`src/rtl/core/control_surface_slew_limiter_defines.svh`:
```
// ----------------------------------------------------------------------------
// control_surface_slew_limiter_defines
// Assertion macros for the slew limiter; empty when SYNTH is defined.
// ----------------------------------------------------------------------------
`ifndef CONTROL_SURFACE_SLEW_LIMITER_DEFINES_SVH
`define CONTROL_SURFACE_SLEW_LIMITER_DEFINES_SVH

`ifndef SYNTH
// checked outside reset
`define CSL_ASSERT(name, prop, msg) \
    name: assert property (@(posedge clk) disable iff (!rst_n) prop) else $error(msg);
// checked at every edge, reset included
`define CSL_ASSERT_ALWAYS(name, prop, msg) \
    name: assert property (@(posedge clk) prop) else $error(msg);
`else
`define CSL_ASSERT(name, prop, msg)
`define CSL_ASSERT_ALWAYS(name, prop, msg)
`endif

`endif

```
`src/rtl/core/csl_pkg.sv`:
```
// ----------------------------------------------------------------------------
// csl_pkg
// Widths, register indexes and stage types for the control surface slew limiter.
// ----------------------------------------------------------------------------
`timescale 1ns / 1ps

package csl_pkg;

    localparam int CMD_W      = 16;
    localparam int LIMIT_W    = 15;
    localparam int SLEW_W     = 13;
    localparam int TICK_W     = 8;
    localparam int ANGLE_W    = 16;
    localparam int THR_W      = 15;
    localparam int STEP_W     = SLEW_W + TICK_W;
    localparam int FRAC_SHIFT = 15;
    localparam int CFG_IDX_W  = 3;
    localparam int CFG_DATA_W = 15;
    localparam int IN_W       = 4 * CMD_W + TICK_W;
    localparam int OUT_W      = 64;

    localparam logic signed [CMD_W-1:0] CMD_MAX = 16'sh7FFF;
    localparam logic signed [CMD_W-1:0] CMD_MIN = 16'sh8000;

    typedef enum logic [CFG_IDX_W-1:0] {
        REG_ELEV_UP   = 3'd0,
        REG_ELEV_DOWN = 3'd1,
        REG_AILERON   = 3'd2,
        REG_RUDDER    = 3'd3,
        REG_SLEW      = 3'd4
    } cfg_reg_t;

    // one item after target scaling, ahead of the position update
    typedef struct packed {
        logic signed [ANGLE_W-1:0] elev_tgt;
        logic signed [ANGLE_W-1:0] ail_tgt;
        logic signed [ANGLE_W-1:0] rud_tgt;
        logic [STEP_W-1:0]         step;
        logic [THR_W-1:0]          thr;
        logic                      upd;
    } move_t;

endpackage

```
`src/rtl/core/control_surface_slew_limiter.sv`:
```
// ----------------------------------------------------------------------------
// control_surface_slew_limiter
// Stages from input beat to result beat: input reg, target reg,
//   position/result reg; the multipliers sit in the middle stage.
// Throughput: one beat per cycle unless m_axis_tready stalls the output; positions feed back into their own update.
// Reset: limits, slew rate, positions and throttle clear to zero; no beats held.
// ----------------------------------------------------------------------------
`timescale 1ns / 1ps
`include "control_surface_slew_limiter_defines.svh"

module control_surface_slew_limiter
(
    input  logic                                clk,
    input  logic                                rst_n,
    input  logic                                cfg_we,
    input  logic [csl_pkg::CFG_IDX_W-1:0]       cfg_addr,
    input  logic [csl_pkg::CFG_DATA_W-1:0]      cfg_wdata,
    input  logic                                s_axis_tvalid,
    output logic                                s_axis_tready,
    // pitch_command, roll_command, yaw_command, throttle_command, elapsed_ticks
    input  logic [csl_pkg::IN_W-1:0]            s_axis_tdata,
    output logic                                m_axis_tvalid,
    input  logic                                m_axis_tready,
    // elevator_angle, aileron_angle, rudder_angle, throttle_level, pad bit
    output logic [csl_pkg::OUT_W-1:0]           m_axis_tdata,
    // updated
    output logic [0:0]                          m_axis_tuser
);

    // configuration
    logic [csl_pkg::LIMIT_W-1:0] elev_up_reg;
    logic [csl_pkg::LIMIT_W-1:0] elev_down_reg;
    logic [csl_pkg::LIMIT_W-1:0] ail_limit_reg;
    logic [csl_pkg::LIMIT_W-1:0] rud_limit_reg;
    logic [csl_pkg::SLEW_W-1:0]  slew_reg;

    // pipeline
    logic                        in_valid_reg;
    logic [csl_pkg::IN_W-1:0]    in_data_reg;
    logic                        mv_valid_reg;
    csl_pkg::move_t              mv_reg;
    csl_pkg::move_t              mv_next;
    logic                        out_valid_reg;
    logic                        upd_reg;
    logic                        ld3;
    logic                        en2;
    logic                        en1;

    // state
    logic signed [csl_pkg::ANGLE_W-1:0] elev_pos_reg;
    logic signed [csl_pkg::ANGLE_W-1:0] ail_pos_reg;
    logic signed [csl_pkg::ANGLE_W-1:0] rud_pos_reg;
    logic [csl_pkg::THR_W-1:0]          thr_pos_reg;
    logic signed [csl_pkg::ANGLE_W-1:0] elev_pos_next;
    logic signed [csl_pkg::ANGLE_W-1:0] ail_pos_next;
    logic signed [csl_pkg::ANGLE_W-1:0] rud_pos_next;

    // input fields
    logic signed [csl_pkg::CMD_W-1:0]   pitch_cmd;
    logic signed [csl_pkg::CMD_W-1:0]   roll_cmd;
    logic signed [csl_pkg::CMD_W-1:0]   yaw_cmd;
    logic signed [csl_pkg::CMD_W-1:0]   thr_cmd;
    logic [csl_pkg::TICK_W-1:0]         ticks;
    logic [csl_pkg::LIMIT_W-1:0]        elev_limit;

    // scaled targets
    logic signed [csl_pkg::ANGLE_W-1:0] elev_tgt;
    logic signed [csl_pkg::ANGLE_W-1:0] ail_tgt;
    logic signed [csl_pkg::ANGLE_W-1:0] rud_tgt;

    always_ff @(posedge clk or negedge rst_n)
    begin
        if (!rst_n)
        begin
            elev_up_reg   <= '0;
            elev_down_reg <= '0;
            ail_limit_reg <= '0;
            rud_limit_reg <= '0;
            slew_reg      <= '0;
        end
        else if (cfg_we)
        begin
            case (cfg_addr)
                csl_pkg::REG_ELEV_UP:   elev_up_reg   <= cfg_wdata;
                csl_pkg::REG_ELEV_DOWN: elev_down_reg <= cfg_wdata;
                csl_pkg::REG_AILERON:   ail_limit_reg <= cfg_wdata;
                csl_pkg::REG_RUDDER:    rud_limit_reg <= cfg_wdata;
                csl_pkg::REG_SLEW:      slew_reg      <= cfg_wdata[csl_pkg::SLEW_W-1:0];
                default: ;
            endcase
        end
    end

    // stall only propagates back through full stages
    assign ld3           = !out_valid_reg || m_axis_tready;
    assign en2           = !mv_valid_reg || ld3;
    assign en1           = !in_valid_reg || en2;
    assign s_axis_tready = en1;

    always_ff @(posedge clk or negedge rst_n)
    begin
        if (!rst_n)
        begin
            in_valid_reg <= 1'b0;
        end
        else if (en1)
        begin
            in_valid_reg <= s_axis_tvalid;
        end
    end

    always_ff @(posedge clk)
    begin
        if (en1 && s_axis_tvalid)
        begin
            in_data_reg <= s_axis_tdata;
        end
    end

    assign pitch_cmd = in_data_reg[0 +: csl_pkg::CMD_W];
    assign roll_cmd  = in_data_reg[csl_pkg::CMD_W +: csl_pkg::CMD_W];
    assign yaw_cmd   = in_data_reg[2*csl_pkg::CMD_W +: csl_pkg::CMD_W];
    assign thr_cmd   = in_data_reg[3*csl_pkg::CMD_W +: csl_pkg::CMD_W];
    assign ticks     = in_data_reg[4*csl_pkg::CMD_W +: csl_pkg::TICK_W];

    // a clamped command keeps its sign, so the raw sign bit picks the limit
    assign elev_limit = pitch_cmd[csl_pkg::CMD_W-1] ? elev_down_reg : elev_up_reg;

    csl_scale u_scale_elev
    (
        .cmd    (pitch_cmd),
        .limit  (elev_limit),
        .target (elev_tgt)
    );

    csl_scale u_scale_ail
    (
        .cmd    (roll_cmd),
        .limit  (ail_limit_reg),
        .target (ail_tgt)
    );

    csl_scale u_scale_rud
    (
        .cmd    (yaw_cmd),
        .limit  (rud_limit_reg),
        .target (rud_tgt)
    );

    always_comb
    begin
        mv_next.elev_tgt = elev_tgt;
        mv_next.ail_tgt  = ail_tgt;
        mv_next.rud_tgt  = rud_tgt;
        mv_next.step     = csl_pkg::STEP_W'(slew_reg) * csl_pkg::STEP_W'(ticks);
        mv_next.thr      = thr_cmd[csl_pkg::CMD_W-1] ? '0 : thr_cmd[csl_pkg::THR_W-1:0];
        mv_next.upd      = (ticks != '0);
    end

    always_ff @(posedge clk or negedge rst_n)
    begin
        if (!rst_n)
        begin
            mv_valid_reg <= 1'b0;
        end
        else if (en2)
        begin
            mv_valid_reg <= in_valid_reg;
        end
    end

    always_ff @(posedge clk)
    begin
        if (en2 && in_valid_reg)
        begin
            mv_reg <= mv_next;
        end
    end

    csl_slew u_slew_elev
    (
        .cur      (elev_pos_reg),
        .target   (mv_reg.elev_tgt),
        .step     (mv_reg.step),
        .pos_next (elev_pos_next)
    );

    csl_slew u_slew_ail
    (
        .cur      (ail_pos_reg),
        .target   (mv_reg.ail_tgt),
        .step     (mv_reg.step),
        .pos_next (ail_pos_next)
    );

    csl_slew u_slew_rud
    (
        .cur      (rud_pos_reg),
        .target   (mv_reg.rud_tgt),
        .step     (mv_reg.step),
        .pos_next (rud_pos_next)
    );

    // positions double as the result register: they change only when a new
    // beat enters the output stage
    always_ff @(posedge clk or negedge rst_n)
    begin
        if (!rst_n)
        begin
            out_valid_reg <= 1'b0;
            upd_reg       <= 1'b0;
            elev_pos_reg  <= '0;
            ail_pos_reg   <= '0;
            rud_pos_reg   <= '0;
            thr_pos_reg   <= '0;
        end
        else if (ld3)
        begin
            out_valid_reg <= mv_valid_reg;
            if (mv_valid_reg)
            begin
                upd_reg <= mv_reg.upd;
                if (mv_reg.upd)
                begin
                    elev_pos_reg <= elev_pos_next;
                    ail_pos_reg  <= ail_pos_next;
                    rud_pos_reg  <= rud_pos_next;
                    thr_pos_reg  <= mv_reg.thr;
                end
            end
        end
    end

    assign m_axis_tvalid = out_valid_reg;
    assign m_axis_tdata  = {1'b0, thr_pos_reg, rud_pos_reg, ail_pos_reg, elev_pos_reg};
    assign m_axis_tuser  = upd_reg;

    `CSL_ASSERT(a_zero_ticks_hold, (mv_valid_reg && ld3 && !mv_reg.upd) |=> ($stable(elev_pos_reg) && $stable(ail_pos_reg) && $stable(rud_pos_reg) && $stable(thr_pos_reg)), "state moved on a zero-tick beat")
    `CSL_ASSERT(a_state_only_on_load, !(mv_valid_reg && ld3) |=> ($stable(elev_pos_reg) && $stable(ail_pos_reg) && $stable(rud_pos_reg) && $stable(thr_pos_reg)), "state moved with no beat entering output stage")
    `CSL_ASSERT(a_upd_follows_stage, (mv_valid_reg && ld3) |=> (upd_reg == $past(mv_reg.upd)), "updated flag does not match its beat")
    `CSL_ASSERT_ALWAYS(a_ready_when_room, !s_axis_tready |-> (in_valid_reg && mv_valid_reg && out_valid_reg), "input stalled with an empty stage")

endmodule

```
`src/rtl/core/csl_scale.sv`:
```
// ----------------------------------------------------------------------------
// csl_scale
// Command times deflection limit, floor-shifted to a Q2.13 target angle.
// ----------------------------------------------------------------------------
`timescale 1ns / 1ps

module csl_scale
(
    input  logic signed [csl_pkg::CMD_W-1:0]   cmd,
    input  logic        [csl_pkg::LIMIT_W-1:0] limit,
    output logic signed [csl_pkg::ANGLE_W-1:0] target
);

    logic signed [csl_pkg::CMD_W-1:0]                   cmd_c;
    logic signed [csl_pkg::CMD_W+csl_pkg::LIMIT_W-1:0]  prod;

    always_comb
    begin
        cmd_c = (cmd == csl_pkg::CMD_MIN) ? -csl_pkg::CMD_MAX : cmd;
        prod  = cmd_c * $signed({1'b0, limit});
    end

    // part-select of the signed product is a floor shift
    assign target = prod[csl_pkg::FRAC_SHIFT +: csl_pkg::ANGLE_W];

endmodule

```
`src/rtl/core/csl_slew.sv`:
```
// ----------------------------------------------------------------------------
// csl_slew
// Moves one stored angle toward its target by at most the step size.
// ----------------------------------------------------------------------------
`timescale 1ns / 1ps

module csl_slew
(
    input  logic signed [csl_pkg::ANGLE_W-1:0] cur,
    input  logic signed [csl_pkg::ANGLE_W-1:0] target,
    input  logic        [csl_pkg::STEP_W-1:0]  step,
    output logic signed [csl_pkg::ANGLE_W-1:0] pos_next
);

    localparam int W = csl_pkg::STEP_W + 1;

    logic signed [csl_pkg::ANGLE_W:0] diff;
    logic signed [W-1:0]              diff_w;
    logic signed [W-1:0]              step_w;
    logic signed [W-1:0]              cur_w;
    logic signed [W-1:0]              move;
    logic signed [W-1:0]              sum;

    always_comb
    begin
        diff   = {target[csl_pkg::ANGLE_W-1], target} - {cur[csl_pkg::ANGLE_W-1], cur};
        diff_w = {{(W-csl_pkg::ANGLE_W-1){diff[csl_pkg::ANGLE_W]}}, diff};
        step_w = {1'b0, step};
        cur_w  = {{(W-csl_pkg::ANGLE_W){cur[csl_pkg::ANGLE_W-1]}}, cur};
        if (diff_w > step_w)
        begin
            move = step_w;
        end
        else if (diff_w < -step_w)
        begin
            move = -step_w;
        end
        else
        begin
            move = diff_w;
        end
        sum      = cur_w + move;
        // result lies between cur and target, so it fits
        pos_next = sum[csl_pkg::ANGLE_W-1:0];
    end

endmodule
```
`config.mk`:
```
export PLATFORM = sky130hd
export DESIGN_NAME = control_surface_slew_limiter
export DESIGN_NICKNAME = d
export VERILOG_FILES = /design/src/rtl/core/csl_pkg.sv /design/src/rtl/core/control_surface_slew_limiter.sv /design/src/rtl/core/csl_scale.sv /design/src/rtl/core/csl_slew.sv
export VERILOG_INCLUDE_DIRS = /design/src /design/src/rtl/core
export SDC_FILE = /design/constraint.sdc
export NUM_CORES = 2
export LEC_CHECK = 0
export BUFFER_PORTS_ARGS = -buffer_cell sky130_fd_sc_hd__buf_2
export CAP_MARGIN = 20
export CORE_ASPECT_RATIO = 1.2
export CORE_UTILIZATION = 59
export CTS_CLUSTER_DIAMETER = 50
export CTS_CLUSTER_SIZE = 8
export DETAILED_ROUTE_END_ITERATION = 12
export PLACE_DENSITY = 0.89
export SYNTH_ARGS = -nofsm -noshare
export SYNTH_HDL_FRONTEND = slang
export SYNTH_SLANG_ARGS = --single-unit
```
`constraint.sdc`:
```
create_clock -name clk -period 7.05 [get_ports clk]
set_clock_uncertainty 0.2 [all_clocks]
set_input_delay 1.0575 -clock clk [delete_from_list [all_inputs] [get_ports clk]]
set_output_delay 1.0575 -clock clk [all_outputs]
set_load 0.005 [all_outputs]
```
==> impl_metrics.tcl <==
set metrics [dict create \
    grt_max_degree 76 \
    hold_violations 0 \
    most-common-layout-cells "1,005 x inv_1, 784 x fa_1, 543 x nand2_1, 458 x ha_1, 423 x buf_4" \
    synthArstFlopShare 0.471 \
    max_cap_violations 0 \
    cp_common_cell "a21oi_2" \
    pre_cts_slack_ps -348 \
    relSlewSlack 0.325 \
    tightest_slew_ps 1010 \
    crit_slowest_cell "or4_1" \
    period_minus_slack_ps 7320 \
    finalSetupViolCount 12 \
    fin_crit_sh 1.04 \
    r2r-end "rud_pos_reg[10]$_DFFE_PN0P_" \
    cp-endpoint "rud_pos_reg[10]$_DFFE_PN0P_" \
    path_clk_slew_ps 50 \
    rows 113 \
    drive_above_1_share 0.186 \
    failed_checks "design-rule violations, negative setup slack" \
    fill_cells 5039 \
    largest_reg_flops 85 \
    numCtsBuffers 53 \
    holdBufCountCts 0 \
    crit-reg2reg-launch "mv_reg[37]$_DFFE_PP_" \
    max_freq_mhz 137 \
    h-tree-depth 2 \
    yosys_warnings 0 \
    yosys-top-cells-area "fa_1 33%, ha_1 13%, edfxtp_1 9.9%, inv_1 8.0%, dfrtp_1 7.4%" \
    reg2regPathDepth 42 \
    synth_area_mm2 0.0475 \
    crit_path_start "mv_reg[37]$_DFFE_PP_" \
    syn2layout_area_growth_pct 17.3 \
    end_kind "register" \
    wl_mm 145 \
    wire_per_inst_um 22.3 \
    synth-seq-area-share 0.173 \
    coreArea_mm2 0.0795 \
    track_usage 0.343 \
    clock_latency_ps 640 \
    worstPathArrival_ps 7650 \
    mostFrequentLayoutCell "inv_1" \
    status "complete, but fails checks" \
    cts_sinks 297 \
    portBuffers 160 \
    antenna_found_initial 6 \
    fin_ws_ps -269 \
    path_max_fanout 7 \
    nets 6815 \
    die_h_um 313 \
    cp.required_ps 7380 \
    clockRootBuffer "clkbuf_16" \
    rsz0062_at_grt "yes" \
    synth_top_area_cell "fa_1" \
    multiInputGateArea_mm2 0.0362 \
    netlist_instances 4923 \
    gp_congestion 1.04 \
    synth-edff-count 157 \
    ctsLongestPathBuffers 3 \
    critPathKind "register to register" \
    whs_ps 253 \
    first_pass_iters 12 \
    yosysTopAreaCellShare 0.334 \
    grt_pass1_wl_mm 217 \
    ys_types 82 \
    die_x_um 261 \
    syn-mean-instance-area_um2 9.64 \
    syn_nets 6296 \
    place_hpwl_mm 107 \
    cts_tree "yes" \
    ys_seq_elements 297 \
    hold_class "input port to async pin" \
    initial_utilization 0.597 \
    regArea_mm2 0.00822 \
    drt_iter0_markers 4002 \
    ios 162 \
    slew_viol_final 0 \
    overflow 0 \
    detail-route-antenna-nets 0 \
    grt_pass1_vias 41800 \
    avgViaCountPerCell 5.99 \
    ys.flop_type "edfxtp_1" \
    rrSetupSlack_ps -270 \
    via_count 39100 \
    tns_ps -1950 \
    cp-start-kind "register" \
    die_area_mm2 0.0816 \
    max_stage_delay_ps 410 \
    drc 24 \
]
-- per-layer routing --
| layer | part of all wire | vias up | global-route usage |
|---|---|---|---|
| met3 | 0.10 | 910 | 0.0689 |
| met1 | 0.34 | 19000 | 0.406 |
| met4 | 0.078 | 14 | 0.206 |
| li1 | - | 16400 | - |
| met2 | 0.48 | 2728 | 0.576 |
| met5 | 0.00087 | - | 0 |
-- per-stage QoR --
step | instance area [µm²] | instances | util
detailed placement | 51800 | 6327 | 0.653
global route | 55700 | 6521 | 0.701
CTS | 54300 | 6470 | 0.683
finish | 55700 | 6522 | 0.701
floorplan | 47600 | 4923 | -
global placement | 51800 | 6326 | 0.652
-- cells by family after synthesis --
family / synth area share
simple gates: 0.140
flops: 0.173
xor+xnor: 0.0325
buf+inv: 0.0927
compound gates: 0.0710
fa+ha+maj: 0.462
other cells: 0.0000790
mux: 0.0287
-- critical path, delay by kind of cell (launching register included) --
family                     cells  cell delay, ps
adders and majority gates      5            1340
muxes                          2             460
DFF                            1             380
buffers and inverters          6             620
AOI/OAI and AO/OA             21            3080
and+or+nand+nor                8            1070
-- worst min-delay path by stage --
| stage | slack (ps) | startpoint | cells past startpoint | to |
|---|---|---|---|---|
| 2_1_floorplan | 250 | in_valid_reg$_DFFE_PN0N_ | 1 | mv_valid_reg$_DFFE_PN0P_ |
| 3_3_place_gp | 250 | m_axis_tuser$_DFFE_PN0P_ | 2 | m_axis_tuser$_DFFE_PN0P_ |
| 3_5_place_dp | 260 | m_axis_tuser$_DFFE_PN0P_ | 2 | m_axis_tuser$_DFFE_PN0P_ |
| 4_1_cts | 270 | rst_n | 1 | rud_pos_reg[12]$_DFFE_PN0P_ |
| 5_1_grt | 280 | mv_reg[10]$_SDFFCE_PP0P_ | 1 | thr_pos_reg[9]$_DFFE_PN0P_ |
| 6_report | 250 | rst_n | 1 | rud_pos_reg[0]$_DFFE_PN0P_ |
-- Yosys cell counts (5+ instances only) --
| cell | instances |
|---|---|
| nand2_1 | 550 |
| a21oi_1 | 160 |
| a211oi_1 | 14 |
| a21boi_1 | 12 |
| o21bai_1 | 16 |
| dfrtp_1 | 140 |
| nor2b_1 | 137 |
| a21boi_0 | 10 |
| or3_1 | 12 |
| nor4_1 | 18 |
| o21ai_0 | 104 |
| a31oi_1 | 11 |
| o211ai_1 | 7 |
| nand3_1 | 35 |
| and3_1 | 10 |
| mux2_2 | 89 |
| o21ai_1 | 35 |
| edfxtp_1 | 157 |
| nor3_1 | 47 |
| ha_1 | 486 |
| a211o_1 | 8 |
| or2_2 | 6 |
| buf_2 | 6 |
| nor2_1 | 148 |
| and2b_1 | 7 |
| mux2i_1 | 31 |
| o31ai_1 | 16 |
| inv_1 | 1016 |
| fa_1 | 792 |
| xor2_1 | 49 |
| nand2b_1 | 28 |
| clkbuf_1 | 139 |
| o21a_1 | 28 |
| and2_1 | 301 |
| xnor2_1 | 127 |
| a2111oi_0 | 5 |
| nand4_1 | 27 |
| a21o_1 | 62 |
-- area by class of cell --
| class | instances | share of cell area |
|---|---|---|
| flip-flops and latches | 297 | 0.148 |
| diodes | 1 | 0.0000449 |
| inverters | 1016 | 0.0685 |
| multi-input cells | 3459 | 0.650 |
| repair buffers | 615 | 0.0790 |
| well taps | 1035 | 0.0233 |
| clock buffers | 82 | 0.0271 |
| clock inverters | 17 | 0.00413 |
-- timing repair --
item                       in CTS  in global routing
setup endpoints to repair      23                 48
setup buffers                  44                 61
gates resized for setup        75                224
pin swaps                      51                142
Power is not shown: default switching activity piles up to over one toggle a cycle in this logic, so the estimate is an artifact.
